<file path="src/assert_macros.svh">
// Assertion macros shared by the scanner RTL.
// Depends on nothing; users must have clk and rst_n in scope.
`ifndef ASSERT_MACROS_SVH
`define ASSERT_MACROS_SVH
`ifndef SYNTH
// Property that must hold at every clock edge outside reset.
`define ASSERT_PROP(label, prop) \
  label: assert property (@(posedge clk) disable iff (!rst_n) (prop)) \
    else $error("assertion failed");
// Implication that must hold at every clock edge outside reset.
`define ASSERT_IMPL(label, ante, cons) \
  label: assert property (@(posedge clk) disable iff (!rst_n) (ante) |-> (cons)) \
    else $error("assertion failed");
`else
`define ASSERT_PROP(label, prop)
`define ASSERT_IMPL(label, ante, cons)
`endif
`endif

</file>
<file path="src/eesc_pkg.sv">
// Shared types, character codes and helpers of the expression extent scanner.
// Depends on nothing.
`timescale 1ns / 1ps

package eesc_pkg;

  // Default parameter values.
  localparam int unsigned DEF_MAX_DEPTH  = 255;
  localparam int unsigned DEF_MAX_LENGTH = 65535;

  // Character codes.
  localparam logic [7:0] CH_NUL    = 8'h00;
  localparam logic [7:0] CH_LF     = 8'h0A;
  localparam logic [7:0] CH_SPACE  = 8'h20;
  localparam logic [7:0] CH_TAB    = 8'h09;
  localparam logic [7:0] CH_CR     = 8'h0D;
  localparam logic [7:0] CH_DQUOTE = 8'h22;
  localparam logic [7:0] CH_HASH   = 8'h23;
  localparam logic [7:0] CH_SQUOTE = 8'h27;
  localparam logic [7:0] CH_LPAREN = 8'h28;
  localparam logic [7:0] CH_RPAREN = 8'h29;
  localparam logic [7:0] CH_SEMI   = 8'h3B;
  localparam logic [7:0] CH_BSLASH = 8'h5C;
  localparam logic [7:0] CH_BQUOTE = 8'h60;

  // Quote kinds.
  localparam logic [1:0] QK_DOUBLE = 2'd0;
  localparam logic [1:0] QK_SINGLE = 2'd1;
  localparam logic [1:0] QK_BACK   = 2'd2;

  // Result kinds.
  localparam logic [2:0] KIND_ATOM      = 3'd0;
  localparam logic [2:0] KIND_LIST      = 3'd1;
  localparam logic [2:0] KIND_QUOTE     = 3'd2;
  localparam logic [2:0] KIND_QUOTE_NUL = 3'd3;
  localparam logic [2:0] KIND_BUF_END   = 3'd4;

  // Scan modes, one-hot.
  typedef enum logic [10:0] {
    M_IDLE      = 11'b000_0000_0001,
    M_SKIP      = 11'b000_0000_0010,
    M_COMMENT   = 11'b000_0000_0100,
    M_LIST      = 11'b000_0000_1000,
    M_LSTR      = 11'b000_0001_0000,
    M_LSTR_ESC  = 11'b000_0010_0000,
    M_QUOTE     = 11'b000_0100_0000,
    M_QUOTE_ESC = 11'b000_1000_0000,
    M_ATOM      = 11'b001_0000_0000,
    M_WAIT_END  = 11'b010_0000_0000,
    M_DONE      = 11'b100_0000_0000
  } scan_mode_t;

  // Mode and open quote kind, passed between the top level and the step logic.
  typedef struct packed {
    scan_mode_t mode;
    logic [1:0] qkind;
  } scan_ctrl_t;

  // Input word: one character of the buffer.
  typedef struct packed {
    logic [7:0] char_in;
    logic       first_of_buffer;
    logic       last_of_buffer;
  } in_word_t;

  // Result word.
  typedef struct packed {
    logic [15:0] end_offset;
    logic [2:0]  end_kind;
  } out_word_t;

  // Space and the control characters tab through carriage return.
  function automatic logic is_space(input logic [7:0] c);
    return (c == CH_SPACE) || (c >= CH_TAB && c <= CH_CR);
  endfunction

  // Closing character of a quote kind.
  function automatic logic [7:0] quote_char(input logic [1:0] k);
    logic [7:0] ch;
    case (k)
      QK_SINGLE: ch = CH_SQUOTE;
      QK_BACK:   ch = CH_BQUOTE;
      default:   ch = CH_DQUOTE;
    endcase
    return ch;
  endfunction

endpackage

</file>
<file path="src/eesc_step.sv">
// Next-state and result logic of the scanner for one character.
// Depends on eesc_pkg.
`timescale 1ns / 1ps

module eesc_step #(
  parameter int unsigned MAX_DEPTH  = eesc_pkg::DEF_MAX_DEPTH,
  parameter int unsigned MAX_LENGTH = eesc_pkg::DEF_MAX_LENGTH,
  localparam int unsigned DW        = $clog2(MAX_DEPTH + 1)
) (
  input  eesc_pkg::in_word_t   word,
  input  eesc_pkg::scan_ctrl_t ctrl_cur,
  input  logic [DW-1:0]        depth_cur,
  input  logic [15:0]          pos_cur,
  output eesc_pkg::scan_ctrl_t ctrl_nxt,
  output logic [DW-1:0]        depth_nxt,
  output logic [15:0]          pos_nxt,
  output logic                 found,
  output eesc_pkg::out_word_t  result
);

  localparam logic [15:0] POS_LIMIT =
    (MAX_LENGTH < 32'd65535) ? 16'(MAX_LENGTH) : 16'hFFFF;
  localparam logic [DW-1:0] DEPTH_MAX = DW'(MAX_DEPTH);

  logic [7:0]  c;
  logic        active;
  logic        quote_go;
  logic        consumed;
  logic [15:0] pos_inc;

  assign c = word.char_in;

  always_comb begin
    ctrl_nxt  = ctrl_cur;
    depth_nxt = depth_cur;
    pos_nxt   = pos_cur;
    active    = 1'b1;
    quote_go  = 1'b0;
    consumed  = 1'b0;
    found     = 1'b0;
    result    = '0;

    // A first character restarts the scan; strays outside a buffer are dropped.
    if (word.first_of_buffer) begin
      ctrl_nxt.mode  = eesc_pkg::M_SKIP;
      ctrl_nxt.qkind = eesc_pkg::QK_DOUBLE;
      depth_nxt      = '0;
      pos_nxt        = '0;
    end else if (ctrl_cur.mode == eesc_pkg::M_IDLE || ctrl_cur.mode == eesc_pkg::M_DONE) begin
      active = 1'b0;
    end

    // Offset one past the current character, saturated.
    pos_inc = (pos_nxt < POS_LIMIT) ? pos_nxt + 16'd1 : POS_LIMIT;

    if (active) begin
      unique case (ctrl_nxt.mode)
        eesc_pkg::M_SKIP: begin
          if (!eesc_pkg::is_space(c)) begin
            if (c == eesc_pkg::CH_SEMI) begin
              ctrl_nxt.mode = eesc_pkg::M_COMMENT;
            end else if (c == eesc_pkg::CH_LPAREN) begin
              ctrl_nxt.mode = eesc_pkg::M_LIST;
              depth_nxt     = DW'(1);
            end else if (c == eesc_pkg::CH_DQUOTE) begin
              ctrl_nxt.mode  = eesc_pkg::M_QUOTE;
              ctrl_nxt.qkind = eesc_pkg::QK_DOUBLE;
            end else if (c == eesc_pkg::CH_SQUOTE) begin
              ctrl_nxt.mode  = eesc_pkg::M_QUOTE;
              ctrl_nxt.qkind = eesc_pkg::QK_SINGLE;
            end else if (c == eesc_pkg::CH_BQUOTE) begin
              ctrl_nxt.mode  = eesc_pkg::M_QUOTE;
              ctrl_nxt.qkind = eesc_pkg::QK_BACK;
            end else begin
              ctrl_nxt.mode = eesc_pkg::M_ATOM;
            end
          end
        end
        eesc_pkg::M_COMMENT: begin
          if (c == eesc_pkg::CH_LF) begin
            ctrl_nxt.mode = eesc_pkg::M_SKIP;
          end else if (c == eesc_pkg::CH_NUL) begin
            ctrl_nxt.mode = eesc_pkg::M_WAIT_END;
          end
        end
        eesc_pkg::M_LIST: begin
          if (c == eesc_pkg::CH_LPAREN) begin
            if (depth_nxt < DEPTH_MAX) begin
              depth_nxt = depth_nxt + DW'(1);
            end
          end else if (c == eesc_pkg::CH_RPAREN) begin
            if (depth_nxt != '0) begin
              depth_nxt = depth_nxt - DW'(1);
              if (depth_nxt == '0) begin
                found           = 1'b1;
                result.end_offset = pos_inc;
                result.end_kind   = eesc_pkg::KIND_LIST;
              end
            end
          end else if (c == eesc_pkg::CH_DQUOTE) begin
            ctrl_nxt.mode = eesc_pkg::M_LSTR;
          end
        end
        eesc_pkg::M_LSTR: begin
          if (c == eesc_pkg::CH_DQUOTE || c == eesc_pkg::CH_NUL) begin
            ctrl_nxt.mode = eesc_pkg::M_LIST;
          end else if (c == eesc_pkg::CH_BSLASH) begin
            ctrl_nxt.mode = eesc_pkg::M_LSTR_ESC;
          end
        end
        eesc_pkg::M_LSTR_ESC: begin
          ctrl_nxt.mode = (c == eesc_pkg::CH_NUL) ? eesc_pkg::M_LIST : eesc_pkg::M_LSTR;
        end
        eesc_pkg::M_QUOTE_ESC: begin
          // Single quotes escape only backslash, quote and hash.
          ctrl_nxt.mode = eesc_pkg::M_QUOTE;
          if (ctrl_nxt.qkind == eesc_pkg::QK_SINGLE) begin
            consumed = (c == eesc_pkg::CH_BSLASH) || (c == eesc_pkg::CH_SQUOTE) ||
                       (c == eesc_pkg::CH_HASH);
          end else begin
            consumed = (c != eesc_pkg::CH_NUL);
          end
          quote_go = !consumed;
        end
        eesc_pkg::M_QUOTE: begin
          quote_go = 1'b1;
        end
        eesc_pkg::M_ATOM: begin
          if (eesc_pkg::is_space(c)) begin
            found             = 1'b1;
            result.end_offset = pos_nxt;
            result.end_kind   = eesc_pkg::KIND_ATOM;
          end
        end
        default: begin
        end
      endcase

      // An ordinary character inside a top-level quoted string.
      if (quote_go) begin
        if (c == eesc_pkg::quote_char(ctrl_nxt.qkind)) begin
          found             = 1'b1;
          result.end_offset = pos_inc;
          result.end_kind   = eesc_pkg::KIND_QUOTE;
        end else if (c == eesc_pkg::CH_NUL) begin
          found             = 1'b1;
          result.end_offset = pos_nxt;
          result.end_kind   = eesc_pkg::KIND_QUOTE_NUL;
        end else if (c == eesc_pkg::CH_BSLASH) begin
          ctrl_nxt.mode = eesc_pkg::M_QUOTE_ESC;
        end
      end

      // The buffer end decides when nothing else did.
      if (!found && word.last_of_buffer) begin
        found             = 1'b1;
        result.end_offset = pos_inc;
        result.end_kind   = eesc_pkg::KIND_BUF_END;
      end

      pos_nxt = pos_inc;
      if (found) begin
        ctrl_nxt.mode = eesc_pkg::M_DONE;
      end
    end
  end

endmodule

</file>
<file path="src/expression_extent_scanner.sv">
// Top level of the expression extent scanner: input register, scan state,
// result register. Depends on eesc_pkg, eesc_step and assert_macros.svh.
`timescale 1ns / 1ps
//
//  Channel   Ports                           Word
//  -------   -----------------------------   ----------------------------
//  input     in_valid, in_ready, in_word     char_in, first/last_of_buffer
//  result    out_valid, out_ready, out_word  end_offset, end_kind
//
//  One character is taken per cycle when the result side keeps up; out_valid
//  rises when the step logic loads the result for the character that decides it.
//  The character passes an input register, then one step of scan logic
//  updates the state and loads the result register.
//  Reset clears the scan to idle and empties both registers.
//  A result held by a stalled consumer stops the input register from moving.
`include "assert_macros.svh"

module expression_extent_scanner #(
  parameter int unsigned MAX_DEPTH  = eesc_pkg::DEF_MAX_DEPTH,
  parameter int unsigned MAX_LENGTH = eesc_pkg::DEF_MAX_LENGTH
) (
  input  logic                clk,
  input  logic                rst_n,
  input  logic                in_valid,
  output logic                in_ready,
  input  eesc_pkg::in_word_t  in_word,
  output logic                out_valid,
  input  logic                out_ready,
  output eesc_pkg::out_word_t out_word
);

  localparam int unsigned DW = $clog2(MAX_DEPTH + 1);
  localparam logic [15:0] POS_LIMIT =
    (MAX_LENGTH < 32'd65535) ? 16'(MAX_LENGTH) : 16'hFFFF;

  logic                 in_valid_r, in_valid_nxt;
  eesc_pkg::in_word_t   in_word_r, in_word_nxt;
  eesc_pkg::scan_ctrl_t ctrl_r, ctrl_nxt;
  logic [DW-1:0]        depth_r, depth_nxt;
  logic [15:0]          pos_r, pos_nxt;
  logic                 out_valid_r, out_valid_nxt;
  eesc_pkg::out_word_t  out_word_r, out_word_nxt;

  eesc_pkg::scan_ctrl_t step_ctrl;
  logic [DW-1:0]        step_depth;
  logic [15:0]          step_pos;
  logic                 step_found;
  eesc_pkg::out_word_t  step_result;
  logic                 advance;
  logic                 list_mode;

  // The held word moves on when the result register is free or draining.
  assign advance  = in_valid_r && (!out_valid_r || out_ready);
  assign in_ready = !in_valid_r || advance;

  eesc_step #(
    .MAX_DEPTH  (MAX_DEPTH),
    .MAX_LENGTH (MAX_LENGTH)
  ) u_step (
    .word      (in_word_r),
    .ctrl_cur  (ctrl_r),
    .depth_cur (depth_r),
    .pos_cur   (pos_r),
    .ctrl_nxt  (step_ctrl),
    .depth_nxt (step_depth),
    .pos_nxt   (step_pos),
    .found     (step_found),
    .result    (step_result)
  );

  // Next values of input register, scan state and result register.
  always_comb begin
    in_valid_nxt  = in_valid_r;
    in_word_nxt   = in_word_r;
    ctrl_nxt      = ctrl_r;
    depth_nxt     = depth_r;
    pos_nxt       = pos_r;
    out_valid_nxt = out_valid_r && !out_ready;
    out_word_nxt  = out_word_r;

    if (advance) begin
      in_valid_nxt = 1'b0;
      ctrl_nxt     = step_ctrl;
      depth_nxt    = step_depth;
      pos_nxt      = step_pos;
      if (step_found) begin
        out_valid_nxt = 1'b1;
        out_word_nxt  = step_result;
      end
    end
    if (in_valid && in_ready) begin
      in_valid_nxt = 1'b1;
      in_word_nxt  = in_word;
    end
  end

  always_ff @(posedge clk) begin
    if (!rst_n) begin
      in_valid_r   <= 1'b0;
      ctrl_r.mode  <= eesc_pkg::M_IDLE;
      ctrl_r.qkind <= eesc_pkg::QK_DOUBLE;
      depth_r      <= '0;
      pos_r        <= '0;
      out_valid_r  <= 1'b0;
    end else begin
      in_valid_r  <= in_valid_nxt;
      ctrl_r      <= ctrl_nxt;
      depth_r     <= depth_nxt;
      pos_r       <= pos_nxt;
      out_valid_r <= out_valid_nxt;
    end
  end

  // Payload registers need no reset.
  always_ff @(posedge clk) begin
    in_word_r  <= in_word_nxt;
    out_word_r <= out_word_nxt;
  end

  assign out_valid = out_valid_r;
  assign out_word  = out_word_r;

  // The scan is inside a list or a string within a list.
  assign list_mode = (ctrl_r.mode == eesc_pkg::M_LIST) || (ctrl_r.mode == eesc_pkg::M_LSTR) ||
                     (ctrl_r.mode == eesc_pkg::M_LSTR_ESC);

  // Checks on the scan state and the results.
  `ASSERT_IMPL(a_kind_range, out_valid_r, out_word_r.end_kind <= eesc_pkg::KIND_BUF_END)
  `ASSERT_PROP(a_depth_bound, depth_r <= DW'(MAX_DEPTH))
  `ASSERT_PROP(a_pos_bound, pos_r <= POS_LIMIT)
  `ASSERT_IMPL(a_list_open, list_mode, depth_r != '0)
  `ASSERT_IMPL(a_result_done, advance && step_found, step_ctrl.mode == eesc_pkg::M_DONE)

endmodule
</file>
<file path="config.mk">
export PLATFORM = sky130hd
export DESIGN_NAME = expression_extent_scanner
export DESIGN_NICKNAME = d
export VERILOG_FILES = /design/src/eesc_pkg.sv /design/src/eesc_step.sv /design/src/expression_extent_scanner.sv
export VERILOG_INCLUDE_DIRS = /design/src /design/src/src
export SDC_FILE = /design/constraint.sdc
export NUM_CORES = 1
export LEC_CHECK = 0
export BUFFER_PORTS_ARGS = -buffer_cell sky130_fd_sc_hd__buf_2
export CAP_MARGIN = 5
export CORE_MARGIN = 4
export CORE_UTILIZATION = 55
export CTS_BUF_LIST = sky130_fd_sc_hd__clkbuf_16
export DETAILED_ROUTE_END_ITERATION = 12
export PLACE_DENSITY = 0.77
export SKIP_LAST_GASP = 1
export SLEW_MARGIN = 10
export SYNTH_ARGS = -nofsm -noshare
export SYNTH_HDL_FRONTEND = slang
export SYNTH_SLANG_ARGS = --single-unit
</file>
<file path="constraint.sdc">
create_clock -name clk -period 4.1 [get_ports clk]
set_clock_uncertainty 0.15 [all_clocks]
set_input_delay 1.23 -clock clk [delete_from_list [all_inputs] [get_ports clk]]
set_output_delay 1.23 -clock clk [all_outputs]
set_load 0.005 [all_outputs]
</file>
==> flow_summary.yaml, run 1 <==
global_routing:
  antenna_found_initial: 0
  gr-total-overflow: 0
  grtUsageTotal: 0.262
  grt_first_pass_wirelength_um: 21100
  grt_pass1_vias: 4186
  grt_max_degree: 57
cts:
  cts_sinks: 68
  clk_latency_ns: 0.34
  ctsHoldBuffers: 0
  cts_buffer_depth: 2
  cts_resized: 0
  numCtsBuffers: 9
  clkSlewWorstSetupHoldPaths_ns: 0.06
  cts_tree: "done"
  htreeDepth: 3
  post-cts-setup-buffers: 0
  clockRootBuffer: "clkbuf_16"
finish:
  area_growth_pct: 11.5
  nets: 615
  fin_util: 0.631
  antenna_cells: 0
  multi_input_area_mm2: 0.00279
  drive_gt1_frac: 0.130
  fillerInstances: 683
  regArea_mm2: 0.00165
detailed_routing:
  vias_per_cell: 6.79
  routedWlPerCell_um: 18.2
  first_iter_violations: 584
  drc: 0
  postRouteAntennaNets: 0
  drt_first_pass_iters: 7
  postRouteWirelength_um: 12800
  vias: 4803
setup_path:
  crit_path_end_kind: "flip-flop"
  critPathLaunchType: "flip-flop"
  path_class: "flip-flop to flip-flop"
  worstReg2RegStart: "in_word_r[6]$_DFFE_PP_"
  critPathMaxFanout: 9
  r2r_slack_ns: 0.38
  crit_arrival_ns: 3.61
  worstSetupStartpoint: "in_word_r[6]$_DFFE_PP_"
  critical_path_required_ns: 3.99
power_and_ir_drop:
  p_leak_nw: 1.88
  p_per_area_mw_per_mm2: 322
  p_total_mw: 1.67
  peakVddDrop_uv: 276
timing:
  drv_slew: 0
  rsz0062_at_grt: "no"
  fin_tns_setup_ns: 0
  finalCritPeriodShare: 0.908
  worst_slew_pin_slew_ns: 1.13
  finalWorstSetupSlack_ns: 0.377
  setup_violations: 0
  layout_min_cycle_time_ns: 3.72
  relSlewSlack: 0.244
  hold_viol: 0
  clock.fmax_mhz: 269
  hold-worst-slack_ns: 0.332
logic_synthesis:
  syn_avg_cell_area_um2: 8.07
  yosys_warnings: 0
  synth-compound-area-share: 0.255
  async_flop_share: 0
  ys_types: 77
  synth_nets: 594
  synth-xor-area-share: 0.0170
  synth.area.mux_share: 0
  synth_top_family_by_area: "simple AND/OR/NAND/NOR gates"
  synth_edf_count: 29
  synth_flop_cell: "dfxtp_1"
  seq_area_frac_synth: 0.355
  synth_cells: 576
  syn_area_mm2: 0.00465
  synth-simple-area-share: 0.317
  ys_ff_latch: 68
  synthAdderAreaFrac: 0.0108
run_status:
  status: "finished, final reports clean"
hold_path:
  min-delay-start: "ctrl_r[1]$_SDFFE_PN0P_"
  hold_path_class: "flip-flop to flip-flop"
run:
  drv_cap: 0
placement:
  hpwl_um: 8880
  gp_congestion: 0.974
  pre_cts_ws_ns: 0.459
  port_buffers: 34
floorplanning:
  core_area_mm2: 0.00822
  die_w_um: 99.9
  num_io_pins: 35
  initial_core_util: 0.566
  fp.dieH_um: 99.9
  dieArea_mm2: 0.00999
  placement_rows: 33
-- layout make-up --
| class | instances | area share |
|---|---|---|
| Multi-Input combinational cell | 460 | 0.539 |
| Sequential cell | 68 | 0.319 |
| Timing Repair Buffer | 45 | 0.0488 |
| Clock buffer | 9 | 0.0435 |
| Tap cell | 105 | 0.0254 |
| Clock inverter | 7 | 0.0155 |
| Inverter | 13 | 0.00942 |
-- registers in the layout (all words and copies together), names as in the netlist --
name and flops:
depth_r 8, out_word 19, out_valid 1, pos_r 16, in_valid_r 1, ctrl_r 13, in_word_r 10
-- cells in the mapped netlist (4+ instances only) --
| cell | n | area share |
|---|---|---|
| a211oi_1 | 7 | 0.011 |
| a21boi_0 | 4 | 0.0065 |
| a21oi_1 | 33 | 0.036 |
| a22oi_1 | 15 | 0.024 |
| a31oi_1 | 9 | 0.012 |
| and2_1 | 9 | 0.012 |
| and3_1 | 17 | 0.023 |
| and4_1 | 4 | 0.0075 |
| clkbuf_1 | 27 | 0.022 |
| dfxtp_1 | 39 | 0.17 |
| edfxtp_1 | 29 | 0.19 |
| ha_1 | 4 | 0.011 |
| inv_1 | 11 | 0.0089 |
| nand2_1 | 61 | 0.049 |
| nand2b_1 | 6 | 0.0081 |
| nand3_1 | 20 | 0.022 |
| nand3b_1 | 5 | 0.0081 |
| nand4_1 | 12 | 0.016 |
| nor2_1 | 56 | 0.045 |
| nor2b_1 | 21 | 0.028 |
| nor3_1 | 10 | 0.011 |
| nor3b_1 | 7 | 0.011 |
| nor4_1 | 9 | 0.012 |
| o211ai_1 | 7 | 0.011 |
| o21a_1 | 4 | 0.0065 |
| o21ai_0 | 40 | 0.043 |
| o22ai_1 | 11 | 0.015 |
| o31ai_1 | 7 | 0.011 |
| o41ai_1 | 4 | 0.0075 |
| or3_1 | 8 | 0.011 |
| or4_1 | 6 | 0.0097 |
| xnor2_1 | 4 | 0.0075 |
| xor2_1 | 5 | 0.0094 |
-- power breakdown --
part	internal, mW	switching (mW)
combinational	0.0405	0.0854
sequential	0.720	0.0192
clock	0.479	0.322
total	1.24	0.427
-- routing by layer --
layer / track usage / up-vias / share of wire
met5: 0 / - / 0
met4: 0.0987 / 0 / 0.022
met3: 0.0473 / 30 / 0.10
met2: 0.389 / 304 / 0.45
met1: 0.380 / 2239 / 0.43
li1: - / 2230 / -
-- metrics by stage --
stage	cell area, um^2	cells
floorplan	4650	576
global placement	4880	691
detailed placement	4880	691
CTS	5180	707
global route	5180	707
finish	5180	707
-- logic make-up after synthesis --
family / count (synthesis)
xor gates and xnor gates: 9
buffers and inverters: 48
AOI/OAI and AO/OA: 175
DFF: 68
and+or+nand+nor: 272
adders and majority gates: 4
-- worst max-delay path: stages, from the launching register on --
cell and delay (ns):
edfxtp_1 0.48, or4_1 0.65, or4_1 0.69, nor2_1 0.16, o21bai_1 0.07, a21oi_1 0.39, a31o_2 0.24, o31a_1 0.35
buf_4 0.25
-- path summary, 6_finish.rpt --
check / end / depth (start not counted)
max: out_word[0]$_SDFFCE_PP0P_ / 8
min: ctrl_r[1]$_SDFFE_PN0P_ / 2
max reg2reg: out_word[0]$_SDFFCE_PP0P_ / 8
min reg2reg: ctrl_r[1]$_SDFFE_PN0P_ / 2
-- placed cells by master (no fill, tap or decap), types with 17 or more instances in the layout --
cell type   n
nor2b_1    21
nand3_1    20
dfxtp_1    39
and3_1     17
nand2_1    61
o21ai_0    40
nor2_1     56
a21oi_1    32
buf_2      34
edfxtp_1   29
No activity file was read; power rests on OpenSTA's default activity.
==> inputs of run 2 (changes only) <==
--- a/config.mk
+++ b/config.mk
@@ -9,12 +9,14 @@
 export BUFFER_PORTS_ARGS = -buffer_cell sky130_fd_sc_hd__buf_2
 export CAP_MARGIN = 5
 export CORE_MARGIN = 4
-export CORE_UTILIZATION = 55
+export CORE_UTILIZATION = 56
 export CTS_BUF_LIST = sky130_fd_sc_hd__clkbuf_16
 export DETAILED_ROUTE_END_ITERATION = 12
-export PLACE_DENSITY = 0.77
+export GPL_TIMING_DRIVEN = 0
+export PLACE_DENSITY = 0.78
 export SKIP_LAST_GASP = 1
 export SLEW_MARGIN = 10
 export SYNTH_ARGS = -nofsm -noshare
 export SYNTH_HDL_FRONTEND = slang
+export SYNTH_HIERARCHICAL = 1
 export SYNTH_SLANG_ARGS = --single-unit
==> run 2 against run 1 <==
  * Global-route usage is 2.9 points higher
  * Cell count is 18% higher
  * Worst hold slack lost 0.028 ns
  * Synthesized cell count is 16% higher
  * Via count grew 16%
  * Setup slack worse by 0.24 ns
  * Register-to-register slack lost 0.24 ns
  * Flip-flop and latch count unchanged
  * Largest power group unchanged
==> flow_summary.yaml, run 2 <==
run_status:
  status: "finished, final reports clean"
cts:
  htreeDepth: 3
  cts_sinks: 68
  clockRootBuffer: "clkbuf_16"
  cts_buffer_depth: 2
  ctsHoldBuffers: 0
  clkSlewWorstSetupHoldPaths_ns: 0.06
  clk_latency_ns: 0.33
  numCtsBuffers: 9
  cts_tree: "done"
detailed_routing:
  postRouteAntennaNets: 0
  routedWlPerCell_um: 19.4
  drt_first_pass_iters: 6
  first_iter_violations: 472
  vias_per_cell: 6.66
  postRouteWirelength_um: 16200
  vias: 5548
  drc: 0
finish:
  area_growth_pct: 12.9
  layout_commonest_cell: "nand2_1"
  antenna_cells: 0
  fin_cells: 833
  largest_reg_flops: 19
  drive_gt1_frac: 0.144
  regArea_mm2: 0.00165
  fin_util: 0.649
  fillerInstances: 807
  layout_common_cells: "136 x nand2_1, 45 x nor2_1, 42 x buf_2, 39 x dfxtp_1, 38 x mux2i_1"
  multi_input_area_mm2: 0.00335
  nets: 735
placement:
  port_buffers: 33
  gp_congestion: 1.00
  dp_cells: 813
  hpwl_um: 11300
setup_path:
  critical_path_required_ns: 4.21
  regToRegEndpoint: "ctrl_r[6]$_SDFFE_PN0P_"
  path_class: "flip-flop to flip-flop"
  worstSetupStartpoint: "ctrl_r[7]$_SDFFE_PN0P_"
  r2r_cells: 13
  r2r_slack_ns: 0.14
  critPathSlowestCell: "nand4bb_1"
  worstReg2RegStart: "ctrl_r[7]$_SDFFE_PN0P_"
  worst_path_largest_cell_delay_ns: 0.44
  endpoint: "ctrl_r[6]$_SDFFE_PN0P_"
  crit_top_cell: "buf_2"
  critPathLaunchType: "flip-flop"
  crit_arrival_ns: 4.07
  cp_cell_sequence: "buf_2 > nor4_4 > a41o_1 > buf_2 > mux2_2 > or2_1 > a211oi_2 > o31ai_4 > buf_4 > nand4bb_1 > a31oi_1 > nand2_1 > mux2i_1"
  critPathMaxFanout: 10
  crit_path_end_kind: "flip-flop"
hold_path:
  hold_path_class: "flip-flop to flip-flop"
  whs_path_depth: 2
  min-delay-start: "depth_r[7]$_SDFFE_PN0P_"
logic_synthesis:
  syn_avg_cell_area_um2: 7.90
  synth_edf_count: 29
  yosysTopAreaCell: "edfxtp_1"
  seq_area_frac_synth: 0.313
  yosys_warnings: 6
  ys_ff_latch: 68
  async_flop_share: 0
  synth_nets: 687
  synth_top_area_frac: 0.165
  synth.top_cells.by_count: "136 x nand2_1, 47 x nor2_1, 39 x dfxtp_1"
  synth_flop_cell: "dfxtp_1"
  synth_cells: 669
  yosysMostFrequentCell: "nand2_1"
  ys_types: 75
  ys_top_cells_by_area: "edfxtp_1 16%, dfxtp_1 15%, nand2_1 9.7%"
  syn_area_mm2: 0.00528
timing:
  hold-worst-slack_ns: 0.305
  fin_tns_setup_ns: 0
  setup_violations: 0
  finalCritPeriodShare: 0.965
  worst_slew_pin_slew_ns: 1.10
  hold_viol: 0
  clock.fmax_mhz: 253
  layout_min_cycle_time_ns: 3.96
  drv_slew: 0
  relSlewSlack: 0.259
global_routing:
  antenna_found_initial: 0
  grtUsageTotal: 0.291
  grt_pass1_vias: 5413
  grt_max_degree: 18
  gr-total-overflow: 0
  grt_first_pass_wirelength_um: 26100
run:
  drv_cap: 0
floorplanning:
  num_io_pins: 35
  initial_core_util: 0.574
  dieArea_mm2: 0.0111
  die_w_um: 105
  fp.dieH_um: 105
  core_area_mm2: 0.00920
  placement_rows: 35
power_and_ir_drop:
  p_leak_nw: 2.05
  p_total_mw: 1.70
  peakVddDrop_uv: 188
  p_per_area_mw_per_mm2: 285
==> run 2: critical path, delay by kind of cell, from the launching register on <==
family          cells  cell delay (ns)
buf+inv             3             0.62
mux                 2             0.53
simple gates        4             1.16
compound gates      4             1.11
flops               1             0.30
==> run 2: worst min path at each step <==
stage                              end
4_1_cts        depth_r[7]$_SDFFE_PN0P_
3_3_place_gp   depth_r[3]$_SDFFE_PN0P_
5_1_grt        depth_r[7]$_SDFFE_PN0P_
6_report       depth_r[7]$_SDFFE_PN0P_
2_1_floorplan   ctrl_r[7]$_SDFFE_PN0P_
3_5_place_dp   depth_r[7]$_SDFFE_PN0P_
==> run 2: power breakdown <==
part	internal, mW	total, mW	switching (mW)	leakage, nW
clock network	0.463	0.769	0.306	0.148
logic	0.0666	0.194	0.127	1.33
registers	0.722	0.734	0.0125	0.566
total	1.25	1.70	0.445	2.05
==> run 2: cells by family (layout without fill, tap and decap cells) <==
| family | Yosys count | in the layout | share of synthesized area |
|---|---|---|---|
| compound gates | 151 | 151 | 0.198 |
| xor+xnor | 10 | 10 | 0.0166 |
| fa+ha+maj | 4 | 4 | 0.00947 |
| buf+inv | 59 | 112 | 0.0604 |
| flops | 68 | 68 | 0.313 |
| mux | 39 | 39 | 0.0741 |
| simple gates | 338 | 338 | 0.328 |
==> run 2: layout make-up <==
cell class / count / share of cell area
clock buffers: 9 / 0.0378
repair buffers: 38 / 0.0361
well taps: 111 / 0.0233
plain buffers: 47 / 0.0478
multi-input cells: 542 / 0.561
clock inverters: 7 / 0.0101
inverters: 11 / 0.00692
flip-flops and latches: 68 / 0.277
==> run 2: through the flow <==
stage,instance area (um^2),setup WS (ns)
after global placement,5590,-0.775
after global routing,5970,-0.0852
after CTS,5930,0.0537
after detailed placement,5590,-0.805
after floorplan,5290,0.218
final,5970,0.142
==> run 2: what timing repair did <==
| action | CTS | global route |
|---|---|---|
| setup endpoints to repair | 51 | 50 |
| pin swaps | 2 | 1 |
| hold endpoints to repair | 0 | 0 |
| setup buffers | 3 | 2 |
| gates resized for setup | 7 | 10 |
==> run 2: metal layers <==
layer,part of all wire,wire length [um],global-route usage
met3,0.081,1310,0.0537
met4,0.044,709,0.154
met1,0.39,6350,0.340
met5,0,0,0
met2,0.48,7810,0.503
==> inputs of run 3 (changes only) <==
--- a/config.mk
+++ b/config.mk
@@ -9,11 +9,11 @@
 export BUFFER_PORTS_ARGS = -buffer_cell sky130_fd_sc_hd__buf_2
 export CAP_MARGIN = 5
 export CORE_MARGIN = 4
-export CORE_UTILIZATION = 56
+export CORE_UTILIZATION = 45
 export CTS_BUF_LIST = sky130_fd_sc_hd__clkbuf_16
 export DETAILED_ROUTE_END_ITERATION = 12
 export GPL_TIMING_DRIVEN = 0
-export PLACE_DENSITY = 0.78
+export PLACE_DENSITY = 0.69
 export SKIP_LAST_GASP = 1
 export SLEW_MARGIN = 10
 export SYNTH_ARGS = -nofsm -noshare
==> run 3 against run 2 <==
  * Sequential share of layout area decreased by 0.33 points
  * Setup slack improved by 0.054 ns
  * Sequential power about the same
  * Fmax increased by 1.4%
  * Global-route usage decreased by 4.5 points
  * Non-clock buffer count increased by 1
  * Critical path type unchanged
  * Critical endpoint is now pos_r[11]$_SDFFE_PN0P_
==> flow_summary.yaml, run 3 (same netlist as run 2, synthesis figures left out) <==
timing:
  clock.fmax_mhz: 256
  drv_slew: 0
  finalCritPeriodShare: 0.952
  hold_viol: 0
  relSlewSlack: 0.223
  setup_violations: 0
  worst_slew_pin_slew_ns: 1.15
  rsz0062_at_grt: "no"
  layout_min_cycle_time_ns: 3.90
  finalWorstSetupSlack_ns: 0.196
cts:
  numCtsBuffers: 9
  clockRootBuffer: "clkbuf_16"
  cts_buffer_depth: 2
  clk_latency_ns: 0.34
  htreeDepth: 3
  clkSlewWorstSetupHoldPaths_ns: 0.06
  cts_sinks: 68
  cts_tree: "done"
finish:
  largest_reg_flops: 19
  fin_util: 0.526
  fin_cells: 866
  area_growth_pct: 14.3
  antenna_cells: 0
  layout_common_cells: "136 x nand2_1, 45 x nor2_1, 41 x buf_2, 39 x dfxtp_1, 38 x mux2i_1"
  fin_area_mm2: 0.00604
  nets: 736
  drive_gt1_frac: 0.145
  layout_commonest_cell: "nand2_1"
global_routing:
  grt_max_degree: 18
  grt_pass1_vias: 5121
  gr-total-overflow: 0
  grt_first_pass_wirelength_um: 26000
  antenna_found_initial: 0
  grtUsageTotal: 0.246
setup_path:
  crit_top_cell: "nand2_1"
  critPathMaxFanout: 10
  critPathLaunchType: "flip-flop"
  critPathSlowestCell: "edfxtp_1"
  crit_arrival_ns: 4.03
  cp_cell_sequence: "clkbuf_2 > inv_1 > clkbuf_4 > buf_4 > nand2_1 > inv_1 > ha_1 > nand2_1 > nor3_2 > nand4_1 > nor2_4 > and3_1 > clkbuf_1 > nor2_1 > nand4_1 > o21a_1 > nand2_1 > mux2i_1"
  path_class: "flip-flop to flip-flop"
  worst_path_largest_cell_delay_ns: 0.42
  critical_path_required_ns: 4.23
  crit_path_end_kind: "flip-flop"
detailed_routing:
  vias_per_cell: 6.17
  postRouteAntennaNets: 0
  wl_met2_um: 7690
  drt_first_pass_iters: 5
  top_layer_used: "met4"
  first_iter_violations: 466
  met1Wirelength_um: 6860
  dr_wl_met3_um: 1050
  postRouteWirelength_um: 16200
  drc: 0
  routedWlPerCell_um: 18.8
  vias: 5347
floorplanning:
  fp.dieH_um: 116
  initial_core_util: 0.461
  placement_rows: 39
  core_area_mm2: 0.0115
  num_io_pins: 35
  dieArea_mm2: 0.0135
  die_w_um: 116
run_status:
  status: "finished, final reports clean"
placement:
  pre_cts_ws_ns: -0.724
  port_buffers: 33
  hpwl_um: 11400
  dp_cells: 845
  placed_cell_area_mm2: 0.00563
  gp_congestion: 0.918
run:
  drv_cap: 0
hold_path:
  hold_path_class: "flip-flop to flip-flop"
power_and_ir_drop:
  p_per_area_mw_per_mm2: 293
  p_total_mw: 1.77
  peakVddDrop_uv: 284
  p_leak_nw: 2.05
==> run 3: critical path, delay by kind of cell, from the launching register on <==
kind                     cells  cell delay (ns)
flip-flops                   1             0.42
multiplexers                 1             0.11
AO/OA/AOI/OAI                1             0.13
adder cells (fa/ha/maj)      1             0.24
buffers and inverters        6             1.24
AND/OR/NAND/NOR              9             1.53
==> run 3: what timing repair did <==
action	CTS	global route
endpoints found under the hold margin	0	0
setup buffers	3	2
hold buffers	0	0
pin swaps	2	1
endpoints found under the setup margin	51	49
resized for setup	7	10
==> run 3: layout make-up <==
class	instances	area (um^2)
Clock inverter	7	90.1
Fill cell	1054	5430
Inverter	11	41.3
Clock buffer	9	225
Sequential cell	68	1650
Multi-Input combinational cell	542	3340
Buffer	48	292
Timing Repair Buffer	38	215
Tap cell	143	179
==> run 3: final timing paths <==
check / from / end / slack (ns) / cells past startpoint
max: in_word_r[1]$_DFFE_PP_ / pos_r[11]$_SDFFE_PN0P_ / 0.20 / 18
min: ctrl_r[7]$_SDFFE_PN0P_ / ctrl_r[7]$_SDFFE_PN0P_ / 0.31 / 2
max reg2reg: in_word_r[1]$_DFFE_PP_ / pos_r[11]$_SDFFE_PN0P_ / 0.20 / 18
min reg2reg: ctrl_r[7]$_SDFFE_PN0P_ / ctrl_r[7]$_SDFFE_PN0P_ / 0.31 / 2
==> run 3: layer usage <==
| metal | vias up | track usage |
|---|---|---|
| met5 | - | 0 |
| met4 | 0 | 0.128 |
| met3 | 51 | 0.0451 |
| met2 | 221 | 0.412 |
| met1 | 2524 | 0.301 |
| li1 | 2551 | - |
==> run 3: per-stage QoR <==
| step | hold slack (ns) | TNS (ns) |
|---|---|---|
| after global routing | 0.329 | 0 |
| after global placement | 0.294 | -24.10 |
| final | 0.310 | 0 |
| after floorplan | 0.281 | 0 |
| after detailed placement | 0.303 | -26.29 |
| after CTS | 0.313 | 0 |
==> run 3: report_power, final <==
group          internal [mW]  switching (mW)  total (mW)  leakage [nW]
Sequential             0.722          0.0125       0.734         0.566
Clock                  0.530           0.312       0.842         0.153
Combinational         0.0668           0.126       0.193          1.33
